## src/design/vmc_pkg.sv

```systemverilog
`default_nettype none

package vmc_pkg;

  localparam int unsigned ItemCountDefault = 4;
  localparam int unsigned StockBitsDefault = 8;

  localparam int unsigned PriceCount = 4;
  localparam int unsigned MoneyW     = 16;
  localparam int unsigned PinW       = 14;
  localparam int unsigned QtyW       = 8;
  localparam int unsigned CfgIdxW    = 3;
  localparam int unsigned CfgDataW   = 16;

  localparam logic [CfgIdxW-1:0] CfgPrice0  = 3'd0;
  localparam logic [CfgIdxW-1:0] CfgPrice1  = 3'd1;
  localparam logic [CfgIdxW-1:0] CfgPrice2  = 3'd2;
  localparam logic [CfgIdxW-1:0] CfgPrice3  = 3'd3;
  localparam logic [CfgIdxW-1:0] CfgOpCode  = 3'd4;

  localparam logic [MoneyW-1:0] PriceRst0  = 16'd2500;
  localparam logic [MoneyW-1:0] PriceRst1  = 16'd1500;
  localparam logic [PinW-1:0]   OpCodeRst  = 14'd1234;
  localparam int unsigned       StockRst0  = 5;
  localparam int unsigned       StockRst1  = 3;

  typedef enum logic [2:0] {
    OP_SELECT    = 3'd0,
    OP_INSERT    = 3'd1,
    OP_DISPENSE  = 3'd2,
    OP_CANCEL    = 3'd3,
    OP_MAINT_IN  = 3'd4,
    OP_MAINT_OUT = 3'd5,
    OP_RESTOCK   = 3'd6,
    OP_RESET     = 3'd7
  } op_e;

  typedef enum logic [1:0] {
    MODE_IDLE       = 2'd0,
    MODE_PENDING    = 2'd1,
    MODE_DISPENSING = 2'd2,
    MODE_MAINT      = 2'd3
  } mode_e;

  typedef enum logic [3:0] {
    STS_SELECTED    = 4'd0,
    STS_UNAVAILABLE = 4'd1,
    STS_NEED_MORE   = 4'd2,
    STS_PAID        = 4'd3,
    STS_REFUNDED    = 4'd4,
    STS_DISPENSED   = 4'd5,
    STS_WRONG_STATE = 4'd6,
    STS_MAINT_IN    = 4'd7,
    STS_MAINT_OUT   = 4'd8,
    STS_REJECTED    = 4'd9,
    STS_RESTOCKED   = 4'd10,
    STS_RESET       = 4'd11
  } status_e;

  typedef struct packed {
    op_e               operation;
    logic [2:0]        item_index;
    logic [MoneyW-1:0] money_in;
    logic [PinW-1:0]   pin_entry;
    logic [QtyW-1:0]   restock_count;
  } in_item_t;

  typedef struct packed {
    status_e           status;
    mode_e             mode_out;
    logic [MoneyW-1:0] amount_out;
    logic [1:0]        item_out;
  } out_item_t;

  typedef struct packed {
    logic [PriceCount-1:0][MoneyW-1:0] price;
    logic [PinW-1:0]                   op_code;
  } cfg_t;

endpackage

`default_nettype wire

```

## src/design/vmc_if.sv

```systemverilog
`default_nettype none

interface vmc_item_if;
  import vmc_pkg::*;
  logic     valid;
  logic     ready;
  in_item_t data;
  modport source (output valid, output data, input ready);
  modport sink (input valid, input data, output ready);
endinterface

interface vmc_result_if;
  import vmc_pkg::*;
  logic      valid;
  logic      ready;
  out_item_t data;
  modport source (output valid, output data, input ready);
  modport sink (input valid, input data, output ready);
endinterface

interface vmc_cfg_if;
  import vmc_pkg::*;
  logic                valid;
  logic                ready;
  logic [CfgIdxW-1:0]  index;
  logic [CfgDataW-1:0] wdata;
  modport source (output valid, output index, output wdata, input ready);
  modport sink (input valid, input index, input wdata, output ready);
endinterface

`default_nettype wire

```

## src/design/vmc_cfg.sv

```systemverilog
`default_nettype none

module vmc_cfg
  import vmc_pkg::*;
(
  input  wire logic clk_i,
  input  wire logic rst_ni,
  vmc_cfg_if.sink  cfg_i,
  output cfg_t     cfg_o
);

  cfg_t cfg_q;

  assign cfg_i.ready = 1'b1;
  assign cfg_o       = cfg_q;

  always_ff @(posedge clk_i or negedge rst_ni) begin
    if (!rst_ni) begin
      cfg_q.price[0] <= PriceRst0;
      cfg_q.price[1] <= PriceRst1;
      cfg_q.price[2] <= '0;
      cfg_q.price[3] <= '0;
      cfg_q.op_code  <= OpCodeRst;
    end else if (cfg_i.valid) begin
      case (cfg_i.index)
        CfgPrice0: cfg_q.price[0] <= cfg_i.wdata;
        CfgPrice1: cfg_q.price[1] <= cfg_i.wdata;
        CfgPrice2: cfg_q.price[2] <= cfg_i.wdata;
        CfgPrice3: cfg_q.price[3] <= cfg_i.wdata;
        CfgOpCode: cfg_q.op_code  <= cfg_i.wdata[PinW-1:0];
        default: ;
      endcase
    end
  end

endmodule

`default_nettype wire

```

## src/design/vmc_engine.sv

```systemverilog
`default_nettype none

module vmc_engine
  import vmc_pkg::*;
#(
  parameter int unsigned ITEM_COUNT = ItemCountDefault,
  parameter int unsigned STOCK_BITS = StockBitsDefault
) (
  input  wire logic   clk_i,
  input  wire logic   rst_ni,
  input  wire cfg_t   cfg_i,
  vmc_item_if.sink    in_i,
  vmc_result_if.source out_o
);

  localparam int unsigned ItemW = (ITEM_COUNT > 2) ? 2 : 1;
  localparam int unsigned SumW  = ((STOCK_BITS > QtyW) ? STOCK_BITS : QtyW) + 1;
  localparam logic [STOCK_BITS-1:0] StockMax = '1;

  // input stage
  logic     s1_valid_q;
  in_item_t s1_q;
  // output stage
  logic      out_valid_q;
  out_item_t out_q;
  // machine state
  mode_e                 mode_q, mode_d;
  logic [MoneyW-1:0]     credit_q, credit_d;
  logic [1:0]            chosen_q, chosen_d;
  logic [STOCK_BITS-1:0] stock_q [ITEM_COUNT];
  logic [STOCK_BITS-1:0] stock_d [ITEM_COUNT];
  logic [STOCK_BITS-1:0] stock_rst [ITEM_COUNT];

  logic      out_free, fire;
  out_item_t res;

  logic [ItemW-1:0]  ci, ii;
  logic [MoneyW-1:0] price, credit_new;
  logic [MoneyW:0]   credit_sum;
  logic [SumW-1:0]   stock_sum;
  logic              item_ok;

  assign out_free   = !out_valid_q || out_o.ready;
  assign fire       = s1_valid_q && out_free;
  assign in_i.ready = !s1_valid_q || fire;
  assign out_o.valid = out_valid_q;
  assign out_o.data  = out_q;

  always_comb begin
    for (int i = 0; i < ITEM_COUNT; i++) begin
      stock_rst[i] = (i == 0) ? STOCK_BITS'(StockRst0) :
                     (i == 1) ? STOCK_BITS'(StockRst1) : '0;
    end
  end

  assign ci      = chosen_q[ItemW-1:0];
  assign ii      = s1_q.item_index[ItemW-1:0];
  assign price   = cfg_i.price[chosen_q];
  assign item_ok = s1_q.item_index < 3'(ITEM_COUNT);

  assign credit_sum = {1'b0, credit_q} + {1'b0, s1_q.money_in};
  assign credit_new = credit_sum[MoneyW] ? '1 : credit_sum[MoneyW-1:0];
  assign stock_sum  = SumW'(stock_q[ii]) + SumW'(s1_q.restock_count);

  always_comb begin
    mode_d   = mode_q;
    credit_d = credit_q;
    chosen_d = chosen_q;
    stock_d  = stock_q;
    res.status     = STS_WRONG_STATE;
    res.amount_out = '0;
    res.item_out   = chosen_q;
    case (s1_q.operation)
      OP_SELECT: begin
        if (mode_q == MODE_IDLE) begin
          if (item_ok && (stock_q[ii] != '0)) begin
            chosen_d       = s1_q.item_index[1:0];
            mode_d         = MODE_PENDING;
            res.status     = STS_SELECTED;
            res.amount_out = cfg_i.price[s1_q.item_index[1:0]];
            res.item_out   = s1_q.item_index[1:0];
          end else begin
            res.status = STS_UNAVAILABLE;
          end
        end
      end
      OP_INSERT: begin
        if (mode_q == MODE_PENDING) begin
          credit_d = credit_new;
          if (credit_new >= price) begin
            mode_d     = MODE_DISPENSING;
            res.status = STS_PAID;
          end else begin
            res.status     = STS_NEED_MORE;
            res.amount_out = price - credit_new;
          end
        end
      end
      OP_DISPENSE: begin
        if (mode_q == MODE_DISPENSING) begin
          if (stock_q[ci] != '0) begin
            stock_d[ci] = stock_q[ci] - 1'b1;
          end
          res.amount_out = (credit_q > price) ? credit_q - price : '0;
          res.status     = STS_DISPENSED;
          credit_d = '0;
          chosen_d = '0;
          mode_d   = MODE_IDLE;
        end
      end
      OP_CANCEL: begin
        if (mode_q == MODE_PENDING) begin
          res.amount_out = credit_q;
          res.status     = STS_REFUNDED;
          credit_d = '0;
          chosen_d = '0;
          mode_d   = MODE_IDLE;
        end
      end
      OP_MAINT_IN: begin
        if ((s1_q.pin_entry == cfg_i.op_code) && (mode_q == MODE_IDLE)) begin
          mode_d     = MODE_MAINT;
          res.status = STS_MAINT_IN;
        end else begin
          res.status = STS_REJECTED;
        end
      end
      OP_MAINT_OUT: begin
        if ((s1_q.pin_entry == cfg_i.op_code) && (mode_q == MODE_MAINT)) begin
          mode_d     = MODE_IDLE;
          res.status = STS_MAINT_OUT;
        end else begin
          res.status = STS_REJECTED;
        end
      end
      OP_RESTOCK: begin
        if (mode_q != MODE_MAINT) begin
          res.status = STS_REJECTED;
        end else if (!item_ok) begin
          res.status = STS_UNAVAILABLE;
        end else begin
          // saturate rather than wrap
          stock_d[ii]  = (stock_sum > SumW'(StockMax)) ? StockMax
                                                       : stock_sum[STOCK_BITS-1:0];
          res.status   = STS_RESTOCKED;
          res.item_out = s1_q.item_index[1:0];
        end
      end
      OP_RESET: begin
        credit_d     = '0;
        chosen_d     = '0;
        mode_d       = MODE_IDLE;
        stock_d      = stock_rst;
        res.status   = STS_RESET;
        res.item_out = '0;
      end
      default: ;
    endcase
    res.mode_out = mode_d;
  end

  always_ff @(posedge clk_i or negedge rst_ni) begin
    if (!rst_ni) begin
      s1_valid_q <= 1'b0;
    end else if (in_i.valid && in_i.ready) begin
      s1_valid_q <= 1'b1;
    end else if (fire) begin
      s1_valid_q <= 1'b0;
    end
  end

  always_ff @(posedge clk_i) begin
    if (in_i.valid && in_i.ready) begin
      s1_q <= in_i.data;
    end
  end

  always_ff @(posedge clk_i or negedge rst_ni) begin
    if (!rst_ni) begin
      out_valid_q <= 1'b0;
    end else if (fire) begin
      out_valid_q <= 1'b1;
    end else if (out_o.ready) begin
      out_valid_q <= 1'b0;
    end
  end

  always_ff @(posedge clk_i) begin
    if (fire) begin
      out_q <= res;
    end
  end

  always_ff @(posedge clk_i or negedge rst_ni) begin
    if (!rst_ni) begin
      mode_q   <= MODE_IDLE;
      credit_q <= '0;
      chosen_q <= '0;
      stock_q  <= stock_rst;
    end else if (fire) begin
      mode_q   <= mode_d;
      credit_q <= credit_d;
      chosen_q <= chosen_d;
      stock_q  <= stock_d;
    end
  end

endmodule

`default_nettype wire

```

## src/design/vending_machine_controller_top.sv

```systemverilog
`default_nettype none

// channel   dir  payload                                            accepted when
// in_i      in   operation, item_index, money_in, pin_entry,        valid && ready
//                restock_count
// out_o     out  status, mode_out, amount_out, item_out             valid && ready
// cfg_i     in   index (0..3 prices, 4 operator code), wdata        valid && ready
//
// one item per cycle sustained while out_o does not stall; each item passes the input
// register, then the result register, before its result can be taken
// the event logic sits between the two registers; ready depends on out_o.ready
// only when both stages hold an item
// rst_ni clears mode, credit, selection and stock to power-on values and
// restores the register defaults; the config port is always ready

module vending_machine_controller_top
  import vmc_pkg::*;
#(
  parameter int unsigned ITEM_COUNT = ItemCountDefault,
  parameter int unsigned STOCK_BITS = StockBitsDefault
) (
  input  wire logic    clk_i,
  input  wire logic    rst_ni,
  vmc_item_if.sink     in_i,
  vmc_result_if.source out_o,
  vmc_cfg_if.sink      cfg_i
);

  cfg_t cfg;

  vmc_cfg u_cfg (
    .clk_i  (clk_i),
    .rst_ni (rst_ni),
    .cfg_i  (cfg_i),
    .cfg_o  (cfg)
  );

  vmc_engine #(
    .ITEM_COUNT (ITEM_COUNT),
    .STOCK_BITS (STOCK_BITS)
  ) u_engine (
    .clk_i  (clk_i),
    .rst_ni (rst_ni),
    .cfg_i  (cfg),
    .in_i   (in_i),
    .out_o  (out_o)
  );

  a_dispense_idle: assert property (@(posedge clk_i) disable iff (!rst_ni)
    out_o.valid && (out_o.data.status == STS_DISPENSED) |-> out_o.data.mode_out == MODE_IDLE)
    else $error("dispense did not return to idle");

  a_paid_dispensing: assert property (@(posedge clk_i) disable iff (!rst_ni)
    out_o.valid && (out_o.data.status == STS_PAID)
      |-> (out_o.data.mode_out == MODE_DISPENSING) && (out_o.data.amount_out == '0))
    else $error("paid result with wrong mode or amount");

  a_reset_clean: assert property (@(posedge clk_i) disable iff (!rst_ni)
    out_o.valid && (out_o.data.status == STS_RESET)
      |-> (out_o.data.amount_out == '0) && (out_o.data.item_out == '0)
          && (out_o.data.mode_out == MODE_IDLE))
    else $error("reset operation left state behind");

  a_restock_maint: assert property (@(posedge clk_i) disable iff (!rst_ni)
    out_o.valid && (out_o.data.status == STS_RESTOCKED) |-> out_o.data.mode_out == MODE_MAINT)
    else $error("restock accepted outside maintenance");

endmodule

`default_nettype wire
```

## src/flat_wrapper.sv

```systemverilog
// flat-port wrapper written by rule: the top's interface ports become plain ports
module vending_machine_controller_top_flat import vmc_pkg::*;
#(
  parameter int unsigned ITEM_COUNT = ItemCountDefault,
  parameter int unsigned STOCK_BITS = StockBitsDefault
)
  (clk_i, rst_ni, in_i_valid, in_i_data, in_i_ready, out_o_valid, out_o_data, out_o_ready, cfg_i_valid, cfg_i_index, cfg_i_wdata, cfg_i_ready);
  vmc_item_if in_i_i ();
  vmc_result_if out_o_i ();
  vmc_cfg_if cfg_i_i ();
  input  wire logic clk_i;
  input  wire logic rst_ni;
  input wire logic [$bits(in_i_i.valid)-1:0] in_i_valid;
  input wire logic [$bits(in_i_i.data)-1:0] in_i_data;
  output wire logic [$bits(in_i_i.ready)-1:0] in_i_ready;
  output wire logic [$bits(out_o_i.valid)-1:0] out_o_valid;
  output wire logic [$bits(out_o_i.data)-1:0] out_o_data;
  input wire logic [$bits(out_o_i.ready)-1:0] out_o_ready;
  input wire logic [$bits(cfg_i_i.valid)-1:0] cfg_i_valid;
  input wire logic [$bits(cfg_i_i.index)-1:0] cfg_i_index;
  input wire logic [$bits(cfg_i_i.wdata)-1:0] cfg_i_wdata;
  output wire logic [$bits(cfg_i_i.ready)-1:0] cfg_i_ready;
  assign in_i_i.valid = in_i_valid;
  assign in_i_i.data = in_i_data;
  assign in_i_ready = in_i_i.ready;
  assign out_o_valid = out_o_i.valid;
  assign out_o_data = out_o_i.data;
  assign out_o_i.ready = out_o_ready;
  assign cfg_i_i.valid = cfg_i_valid;
  assign cfg_i_i.index = cfg_i_index;
  assign cfg_i_i.wdata = cfg_i_wdata;
  assign cfg_i_ready = cfg_i_i.ready;
  vending_machine_controller_top #(.ITEM_COUNT(ITEM_COUNT), .STOCK_BITS(STOCK_BITS)) u_core (.clk_i(clk_i), .rst_ni(rst_ni), .in_i(in_i_i), .out_o(out_o_i), .cfg_i(cfg_i_i));
endmodule
```

## config.mk

```make
export PLATFORM = sky130hd
export DESIGN_NAME = vending_machine_controller_top_flat
export DESIGN_NICKNAME = d
export VERILOG_FILES = /design/src/design/vmc_pkg.sv /design/src/design/vmc_if.sv /design/src/design/vmc_cfg.sv /design/src/design/vmc_engine.sv /design/src/design/vending_machine_controller_top.sv /design/src/flat_wrapper.sv
export SDC_FILE = /design/constraint.sdc
export NUM_CORES = 1
export LEC_CHECK = 0
export BUFFER_PORTS_ARGS = -buffer_cell sky130_fd_sc_hd__buf_4
export CORE_UTILIZATION = 50
export DETAILED_ROUTE_END_ITERATION = 8
export PLACE_DENSITY_LB_ADDON = 0.15
export SKIP_LAST_GASP = 1
export SLEW_MARGIN = 20
export SYNTH_ARGS = -nofsm -noshare
export SYNTH_HDL_FRONTEND = slang
export SYNTH_SLANG_ARGS = --single-unit
```

## constraint.sdc

```tcl
create_clock -name clk_i -period 4.7 [get_ports clk_i]
set_input_delay 0.235 -clock clk_i [delete_from_list [all_inputs] [get_ports clk_i]]
set_output_delay 0.235 -clock clk_i [all_outputs]
set_load 0.005 [all_outputs]
```

Word level (Yosys, flattened, before mapping):

Index checks and enable logic that the tools add are counted.

* $add $sub $neg: 5
* eq/ne operators: 24
* reduce and logical (&&, ||, !) cells: 29
* bitwise logic cells: 2
* mux-type cells: 67
* magnitude comparators: 10

Operators by type and width (count)
* $mux W16: 11
* $mux W32: 4
* $pmux W16 S4: 2
* $pmux W32 S3: 1
* $bmux W16 S2: 2
* $bwmux W32: 2
* $mux W8: 7
* $mux W18: 2
* $bmux W8 S2: 2
* $demux W8 S2: 2
* $mux W2: 16
* $pmux W4 S8: 1
* $sub A16 B16 Y16: 2
* $ne A2 B2 Y1 const B: 9
* $add A16 B16 Y17: 1
* $ge A16 B16 Y1: 1
* $gt A16 B16 Y1: 1
* $mux W4: 4
* $reduce_bool A8 Y1: 2
* $eq A3 B3 Y1 const B: 5
* $eq A14 B14 Y1: 1
* $pmux W2 S7: 1
* $eq A3 B2 Y1 const B: 4
* $reduce_and A6 Y1: 2
* 25 further kinds: 52

* bits of input ports: 68
* output and inout port bits: 27
* logic and storage cells: 160
* flip-flop bits (word level): 200

Logic depth before layout (Yosys ltp):

* word-level depth: 11
* gate-level depth with buffers: 20
* gate-level depth less buffers: 20

Modules after synthesis:

From an unflattened synthesis, not the netlist that was laid out.

* cell total of the unflattened synthesis: 1083
* area, all modules: 12410.7 µm²

By module, submodules not included
* vmc_engine: area an instance 9392.8 µm², cells an instance 912, instances 1
* vmc_cfg: area an instance 3017.9 µm², cells an instance 171, instances 1

Worst setup path before layout:

No wires, ideal clock.

* path type: reg-to-reg
* start point: register u_core.u_engine.credit_q[0]
* end point: register u_core.u_engine.out_q, in the netlist u_core.u_engine.out_o.data[16], data pin
* library setup time: 0.269 ns
* path buffers: 2
* path slack: -0.025 ns
* arrival time: 4.456 ns
* period minus slack after synthesis: 4.725 ns
* cell stages (with the launch flop): 21
* data required time: 4.431 ns
* path through: dfrtp_1 > ha_1 > fa_1 > a21o_1 > a21oi_1 > o211ai_1 > a21oi_1 > nor2_1 > a41o_1 > buf_1 > nor2_1 > ha_1 > clkbuf_1 > a21o_1 > a21oi_1 > nor2b_1 > a311o_1 > o21ai_0 > nor3_1 > a222oi_1 > a21oi_1

RTL lines
* start: declaration: RTL line vmc_engine.sv:28 `logic [MoneyW-1:0] credit_q, credit_d;`
* start signal: assignment: RTL line vmc_engine.sv:202 `credit_q <= credit_d;`
* end signal: assignment: RTL line vmc_engine.sv:190 `out_q <= res;`
* end: declaration: RTL line vmc_engine.sv:25 `out_item_t out_q;`

==> results.txt <==
----------------------------------------------------
[Status]
  Outcome ... finished clean

[STA]
  Setup violations, final ... 0
  Max-slew headroom at the worst pin ... 0.334
  Maximum clock frequency ... 0.223 GHz
  Post-layout minimum cycle time ... 4.49 ns
  Final critical-path share of the clock period ... 0.955
  Worst Max-Slew Pin Slew ... 0.999 ns
  Total count of max-transition violations in the final report ... 0
  Worst Hold Margin ... 0.0541 ns
  Worst-case setup margin in the final layout ... 0.212 ns
  Final hold violation count ... 0
  Clock Skew ... 0.0152 ns

[Clock network]
  Root buffer selected by CTS ... clkbuf_16
  Clock Pin Slew Worst Setup and Hold Paths ... 0.08 ns
  Clock latency of the later-clocked register in the worst-skew pair ... 0.45 ns
  Cts bufs inserted ... 17
  Number of sinks handled by clock tree synthesis ... 200
  Bufs on Longest Clock Path ... 2
  CTS HTree Levels ... 4
  TritonCTS clock tree ... built

[Floorplan]
  Floorplan die width ... 158 µm
  I/O pin cnt ... 95
  Std-Cell Core Area ... 23700 µm²
  Vertical die dimension ... 158 µm
  Number of standard-cell rows in the floorplan ... 56
  Effective utilization at floorplan ... 0.515
  Die ar. ... 25000 µm²

[Flow run]
  Number of maximum-capacitance constraint violations ... 0

[Critical path]
  Slowest cell on the critical path ... fa_1
  Reg2reg end ... u_core.u_engine.out_o.data[17]
  Top fanout value on the critical path ... 6
  CP cell instances ... ha_2 -> fa_1 -> a21o_1 -> a21oi_2 -> o211ai_1 -> a21oi_2 -> nor2_1 -> a41o_1 -> buf_4 -> nor2_1 -> ha_1 -> buf_4 -> o21a_1 -> o31a_1 -> o21ai_2 -> a21oi_2 -> or3_1 -> a31oi_1 -> xor2_1 -> o211ai_1
  RR Startpoint ... u_core.u_engine.credit_q[0]
  R2r worst-path depth ... 20
  Largest incremental delay on the critical path ... 0.44 ns
  Endpoint arrival time on the critical path ... 4.65 ns
  Critical Path Start Type ... flop
  Required time at the endpoint of the critical path ... 4.86 ns
  Setup Crit Path Kind ... reg2reg
  Worst Setup End Kind ... flop
  Worst reg2reg setup slack ... 0.21 ns
  Crit path top cell by count ... a21oi_2

[Detailed routing]
  DRC viols ... 0
  Vias per inst ... 6.15
  DRT antenna net count ... 0
  First-pass iteration count of the detailed router ... 8
  WL met3 ... 2520 µm
  Number of violations reported at the end of detailed-routing iteration 0 ... 898
  Uppermost layer routed ... met4
  Wire length per cell after detailed routing ... 21.4 µm
  Met2 routed wirelength ... 15100 µm
  Routed WL ... 33800 µm
  Routed vias ... 9717
  Sum of routed wire segments on met1 ... 15700 µm

[Synth]
  Synth area leaders ... dfrtp_1 23%, edfxtp_1 17%, mux4_2 8.9%
  Share of flip-flops with an asynchronous set or reset after synthesis ... 0.660
  Synthesized netlist net count ... 1201
  Main synth FF type ... dfrtp_1
  Number of flops mapped to enable cells by yosys ... 68
  Portion of the post-synthesis area used by sequential elements ... 0.441
  Number of warnings printed during yosys synthesis ... 0
  Syn_area_per_cell ... 11.4 µm²
  Top cell type by total area after synthesis ... dfrtp_1
  Proportion of netlist area held by the largest area contributor ... 0.228
  Synthesized netlist cell count ... 1072
  Post-synth cell types ... 77
  Netlist Area Pre-Place ... 12200 µm²
  Post-synthesis register bit count ... 200

[Finish]
  N_diodes ... 0
  Filler-free cell count of the finished design ... 1581
  Share of cells above drive strength 1 ... 0.302
  Area growth syn-to-layout ... 21.5%
  Total number of nets in the final design ... 1378
  Most common cell after layout, fill and taps aside ... buf_4
  Commonest non-fill, non-tap cells in the layout ... 152 x buf_4, 110 x dfrtp_1, 80 x mux2_2, 75 x nand2_1, 68 x edfxtp_1

[Worst hold path]
  Type of the most critical hold path ... in2reg
  Critical hold path startpoint ... cfg_i_wdata[7]
  Number of stages on the worst hold path ... 2
  Worst hold endpoint ... u_core.u_cfg.cfg_o[69]

[Place]
  Pre-CTS setup slack ... -0.151 ns
  IO buf count ... 93
  Final GP Congestion ... 0.937
  Detailed placer's ending HPWL ... 24400 µm
  # placed instances ... 1500

[Power]
  Largest vdd supply drop ... 307 µV
  Static leakage power ... 6.24 nW
  Power density relative to cell area ... 532 nW/µm²

[GRT]
  Number of antenna violations at the first check in global routing ... 0
  Pin count of the biggest net entering global routing ... 133
  Gr ovfl total ... 0
  Vias in the first global route ... 9407
  Global-route wire length before repair ... 52800 µm
  GRT Util Overall ... 0.282

----------------------------------------------------
==> layout make-up <==
type	instances	area, µm²
multi-input combinational	795	6650
clock buffer	17	425
inverter	35	131
clock inverter	15	198
fill	1932	8870
tap	319	399
timing repair buffer	200	1630
sequential	200	5370
==> Yosys cell counts (11+ instances only) <==
| cell | count |
|---|---|
| dfrtp_1 | 111 |
| mux2_2 | 80 |
| nand2_1 | 75 |
| nor2_1 | 72 |
| edfxtp_1 | 68 |
| o21ai_0 | 66 |
| a21oi_1 | 59 |
| ha_1 | 57 |
| mux4_2 | 48 |
| xor2_1 | 36 |
| inv_1 | 35 |
| clkbuf_1 | 32 |
| xnor2_1 | 23 |
| a21o_1 | 21 |
| a22o_1 | 21 |
| dfstp_2 | 21 |
| nor3_1 | 20 |
| nand3_1 | 14 |
| nand2b_1 | 13 |
| a222oi_1 | 12 |
| a31oi_1 | 12 |
| o22ai_1 | 12 |
| nor2b_1 | 11 |
==> metrics by stage <==
stage / instance area [µm²] / TNS [ns] / total power [mW] / util
final: 14800 / 0 / 7.88 / 0.625
after global routing: 14800 / -0.00251 / 8.35 / 0.625
after floorplan: 12200 / 0 / 4.99 / -
after CTS: 14700 / 0 / 7.71 / 0.620
after global placement: 13600 / 0 / 6.06 / 0.573
after detailed placement: 13600 / -1.31 / 6.09 / 0.573
==> logic make-up after synthesis <==
| family | after synthesis | share of synthesized area |
|---|---|---|
| multiplexers | 128 | 0.163 |
| buffers and inverters | 77 | 0.0255 |
| other | 1 | 0.000308 |
| adder cells (fa/ha/maj) | 61 | 0.0651 |
| AO/OA/AOI/OAI | 284 | 0.159 |
| flip-flops | 200 | 0.441 |
| XOR/XNOR | 59 | 0.0424 |
| AND/OR/NAND/NOR | 262 | 0.104 |
==> critical path, delay by kind of cell, from the launching register on <==
family | cells | cell delay, ns
AO/OA/AOI/OAI | 11 | 1.72
XOR/XNOR | 1 | 0.18
adder cells (fa/ha/maj) | 3 | 0.93
buffers and inverters | 2 | 0.36
flip-flops | 1 | 0.40
AND/OR/NAND/NOR | 3 | 0.62
==> layer usage <==
metal / vias up / GRT usage
li1: 4454 / -
met2: 415 / 0.419
met3: 34 / 0.0463
met4: 0 / 0.0696
met1: 4814 / 0.428
met5: - / 0
==> report_power, final <==
group          total (mW)  switching, mW  internal, mW
combinational        3.89           2.11          1.78
sequential           2.44          0.275          2.17
clock                1.55          0.774         0.776
total                7.88           3.16          4.72
==> what timing repair did <==
item,in CTS,in global routing
endpoints found under the setup margin,17,20
pin swaps,3,15
resized for setup,5,30
hold endpoints to repair,146,0
hold buffers,46,0
gates cloned,0,0
buffers inserted,0,3
==> how the worst max path moves through the flow <==
stage / startpoint / endpoint / slack, ns / depth (start not counted)
floorplan: u_core.u_engine.credit_q[0] / u_core.u_engine.out_o.data[16] / 0.09 / 20
global placement: u_core.u_engine.s1_q[22] / u_core.u_engine.out_o.data[17] / 0.05 / 21
detailed placement: u_core.u_engine.s1_q[22] / u_core.u_engine.out_o.data[17] / -0.15 / 21
CTS: u_core.u_engine.s1_q[22] / u_core.u_engine.mode_q[1] / 0.002 / 21
global route: u_core.u_engine.credit_q[0] / u_core.u_engine.out_o.data[16] / -0.003 / 18
finish: u_core.u_engine.credit_q[0] / u_core.u_engine.out_o.data[17] / 0.21 / 20
Note: power is estimated with default switching activity, not from simulation.
